===== src/hdl/ffha_pkg.sv =====
package ffha_pkg;

    localparam int HEAP_BYTES_DEF    = 4096;
    localparam int GRANULE_BYTES_DEF = 8;

    localparam int REQ_W     = 13;
    localparam int OFF_W     = 12;
    localparam int ST_W      = 2;
    localparam int DIV_W     = 14;
    localparam int S_TDATA_W = 32;
    localparam int M_TDATA_W = 16;

    typedef logic [ST_W-1:0] status_t;

    localparam status_t ST_OK    = 2'd0;
    localparam status_t ST_NOFIT = 2'd1;
    localparam status_t ST_ZERO  = 2'd2;
    localparam status_t ST_BAD   = 2'd3;

    localparam logic MODE_ALLOC = 1'b0;
    localparam logic MODE_FREE  = 1'b1;

endpackage


===== src/hdl/ffha_div.sv =====
module ffha_div
    import ffha_pkg::*;
#(
    parameter int DIVISOR = GRANULE_BYTES_DEF
)
(
    input  logic                       clk,
    input  logic                       rst_n,
    input  logic                       start,
    input  logic [DIV_W-1:0]           dividend,
    output logic                       done,
    output logic [DIV_W-1:0]           quotient,
    output logic [$clog2(DIVISOR)-1:0] remainder
);

    localparam int RMW = $clog2(DIVISOR);
    localparam int SH  = DIV_W + RMW;
    localparam int RCW = DIV_W + 1;
    localparam int PRW = SH + DIV_W;

    localparam logic [RCW-1:0] RECIP = RCW'(((1 << SH) + DIVISOR - 1) / DIVISOR);

    logic [PRW-1:0]   product;
    logic [DIV_W-1:0] quot_reg;
    logic [DIV_W-1:0] quot_next;
    logic [DIV_W-1:0] back;
    logic [DIV_W-1:0] diff;
    logic [RMW-1:0]   rem_reg;
    logic [RMW-1:0]   rem_next;
    logic             done_reg;
    logic             done_next;

    // reciprocal multiply, exact over the whole dividend range
    assign product   = PRW'(dividend) * PRW'(RECIP);
    assign quot_next = product[PRW-1:SH];
    assign back      = quot_next * DIV_W'(DIVISOR);
    assign diff      = dividend - back;
    assign rem_next  = diff[RMW-1:0];
    assign done_next = start;

    always_ff @(posedge clk or negedge rst_n)
    begin
        if (!rst_n)
        begin
            done_reg <= 1'b0;
        end
        else
        begin
            done_reg <= done_next;
        end
    end

    always_ff @(posedge clk)
    begin
        if (start)
        begin
            quot_reg <= quot_next;
            rem_reg  <= rem_next;
        end
    end

    assign done      = done_reg;
    assign quotient  = quot_reg;
    assign remainder = rem_reg;

endmodule


===== config.mk =====
export PLATFORM = sky130hd
export DESIGN_NAME = ffha_div
export DESIGN_NICKNAME = d
export VERILOG_FILES = /design/src/hdl/ffha_pkg.sv /design/src/hdl/ffha_div.sv
export SDC_FILE = /design/constraint.sdc
export NUM_CORES = 1
export LEC_CHECK = 0
export ABC_CLOCK_PERIOD_IN_PS = 840
export BUFFER_PORTS_ARGS = -buffer_cell sky130_fd_sc_hd__buf_2
export CORE_MARGIN = 2
export CORE_UTILIZATION = 36
export CTS_BUF_LIST = sky130_fd_sc_hd__clkbuf_16
export DETAILED_ROUTE_END_ITERATION = 12
export HOLD_SLACK_MARGIN = 0.05
export PLACE_DENSITY = 0.77
export SETUP_SLACK_MARGIN = 0.5
export SLEW_MARGIN = 20
export SYNTH_ARGS = -nofsm -noshare
export SYNTH_HDL_FRONTEND = slang
export SYNTH_SLANG_ARGS = --single-unit

===== constraint.sdc =====
create_clock -name clk -period 0.84 [get_ports clk]
set_clock_uncertainty 0.2 [all_clocks]
set_input_delay 0.168 -clock clk [delete_from_list [all_inputs] [get_ports clk]]
set_output_delay 0.168 -clock clk [all_outputs]
set_load 0.1 [all_outputs]

==> flow_summary.yaml <==
run_status:
  status: "finished with violations"
  violations: "negative hold slack, negative setup slack"
cells_and_area:
  nets: 73
  largest_reg_flops: 11
  num-fill-cells: 55
  multi_input_area_sq_um: 11.26
  area_growth_pct: 128.9
  layout-drive-gt1-share_pct: 67.27
  antenna_cells: 0
  seqCellArea_sq_um: 449.2
timing:
  timing.final.ws_setup_ns: -0.4113
  slew_viol_final: 0
  period_needed_ns: 1.251
  timing.fmax_ghz: 0.7992
  fin_tns_setup_ns: -5.550
  hold_ws_ns: -0.5074
  setup_viol: 15
  final_hold_viol_count: 30
  period_share_pct: 149.0
  rsz0062_at_grt: "yes"
clock_tree:
  cts_buffers: 3
  htree_levels: 1
  cts.clk_slew.worst_paths_ns: 0.05
  cts_setup_buffers: 0
  clock_path_buffers: 2
  clock_sinks: 15
  cts_tree: "yes"
  root_buffer: "clkbuf_16"
critical_path:
  cpPeakStageDelay_ns: 0.47
  critPathSlowestCell: "dfrtp_4"
  cp.required_ns: 0.47
  timing.critical_path.buf_inv: 1
  worstSetupPathType: "reg -> out"
  path_depth: 1
  cp_max_fo: 1
  critPathTopFamily: "flip-flops"
  critical_path.startpoint: "done"
  cp-endpoint: "done"
  path_cells: "buf_12"
  worstPathArrival_ns: 0.88
  end_kind: "primary output"
  cp-start-kind: "flip-flop"
floorplanning:
  io_pins: 35
  die_h_um: 40.20
  core_area_sq_mm: 0.001269
  rows: 13
  start_util_pct: 37.18
  chipWidth_um: 40.20
  dieArea_sq_mm: 0.001616
power_and_ir_drop:
  powerDensity_mw_per_mm2: 2446
  power.leakage_uw: 0.0004575
  vdd_drop_max_v: 0.001674
  totalPowerFinal_uw: 2641
placement:
  place_ws_ns: -0.1556
  place_hpwl_um: 700.1
  port_buffers: 31
  gp_congestion: 0.6524
global_routing:
  grt_overflow: 0
  grt_pass1_wl_um: 1442
  grt_pass1_vias: 285
  grt_use_total_pct: 15.53
  grt_start_max_net_pins: 9
  antenna_found_initial: 0
routing:
  via_count: 293
  avgRoutedWirePerCell_um: 15.39
  detail-route-antenna-nets: 0
  routed_wl_um: 1077
  drtPass1Iterations: 3
  drc: 0
  dr.first_iter.drc_count: 6
  vias_per_cell: 4.186
synth:
  syn_avg_cell_area_sq_um: 24.83
  synth_sequential_area_ratio_pct: 94.43
  synth.distinct_cells: 4
  synth_most_common_cell: "edfxtp_1"
  synth.top_cell.area_share_pct: 89.12
  synthArstFlopShare_pct: 6.667
  synth_ff_type: "edfxtp_1"
  syn_area_sq_um: 471.7
  synth_area_leaders: "edfxtp_1, dfrtp_1, buf_4"
  synth_edf_count: 14
  netlist_instances: 19
  yosys_warnings: 0
  ys_seq_elements: 15
  synth_common_cells: "edfxtp_1, buf_4, conb_1, dfrtp_1"
  synth_top_area_cell: "edfxtp_1"
hold_path:
  hp-class: "in -> async"
job:
  cap_violations: 0
==> worst min path at each step <==
| stage | startpoint | to | slack [ns] | cells past startpoint |
|---|---|---|---|---|
| floorplan | rst_n | done | -0.33 | 0 |
| global placement | rst_n | done | -0.25 | 1 |
| detailed placement | rst_n | done | -0.25 | 1 |
| CTS | rst_n | done | -0.51 | 1 |
| global route | rst_n | done | -0.52 | 1 |
| finish | rst_n | done | -0.51 | 1 |
==> final cells by class <==
type / instances / area share [%]
clock buffers: 3 / 6.952
multi-input cells: 3 / 1.043
flip-flops and latches: 15 / 41.60
clock inverters: 1 / 0.3476
repair buffers: 33 / 48.32
well taps: 15 / 1.738
==> what timing repair did <==
action                                  in CTS  in global routing
endpoints found under the setup margin      44                 44
cloned                                       1                  0
hold endpoints to repair                    30                 30
gates resized for setup                     20                  0
pin swaps                                    0                  0
==> placed cells by master (no fill, tap or decap) <==
master | synthesis | layout
buf_12 | 0 | 16
dfrtp_4 | 0 | 1
conb_1 | 1 | 3
buf_6 | 0 | 15
buf_16 | 0 | 1
buf_2 | 0 | 1
edfxtp_1 | 14 | 14
clkbuf_16 | 0 | 3
inv_1 | 0 | 1
==> power breakdown <==
part / switching [uW] / leakage [uW] / internal [uW]
clock network: 264 / 0.0000423 / 628
registers: 45.4 / 0.000148 / 889
logic: 518 / 0.000267 / 297
==> metrics by stage <==
stage	cells	hold WS, ns	instance area, sq um	utilization (%)
after CTS	70	-0.5092	1080	85.11
after detailed placement	65	-0.2547	867.1	68.34
final	70	-0.5074	1080	85.11
after global routing	70	-0.5190	1080	85.11
after floorplan	21	-0.3276	483.0	-
after global placement	65	-0.2548	867.1	68.34
==> layer usage <==
metal,GRT usage (%),wire length (um),vias to the layer above
met1,15.11,366,131
met3,6.111,104,2
met2,27.02,595,25
met4,10.00,11,0
li1,-,-,135
met5,0,0,-
==> logic make-up (layout without fill, tap and decap cells) <==
group / after synthesis / count (layout) / synth area share, %
buf+inv: 3 / 37 / 4.774
flops: 15 / 15 / 94.43
other cells: 1 / 3 / 0.7950
Note: power is estimated with default switching activity, not from simulation.
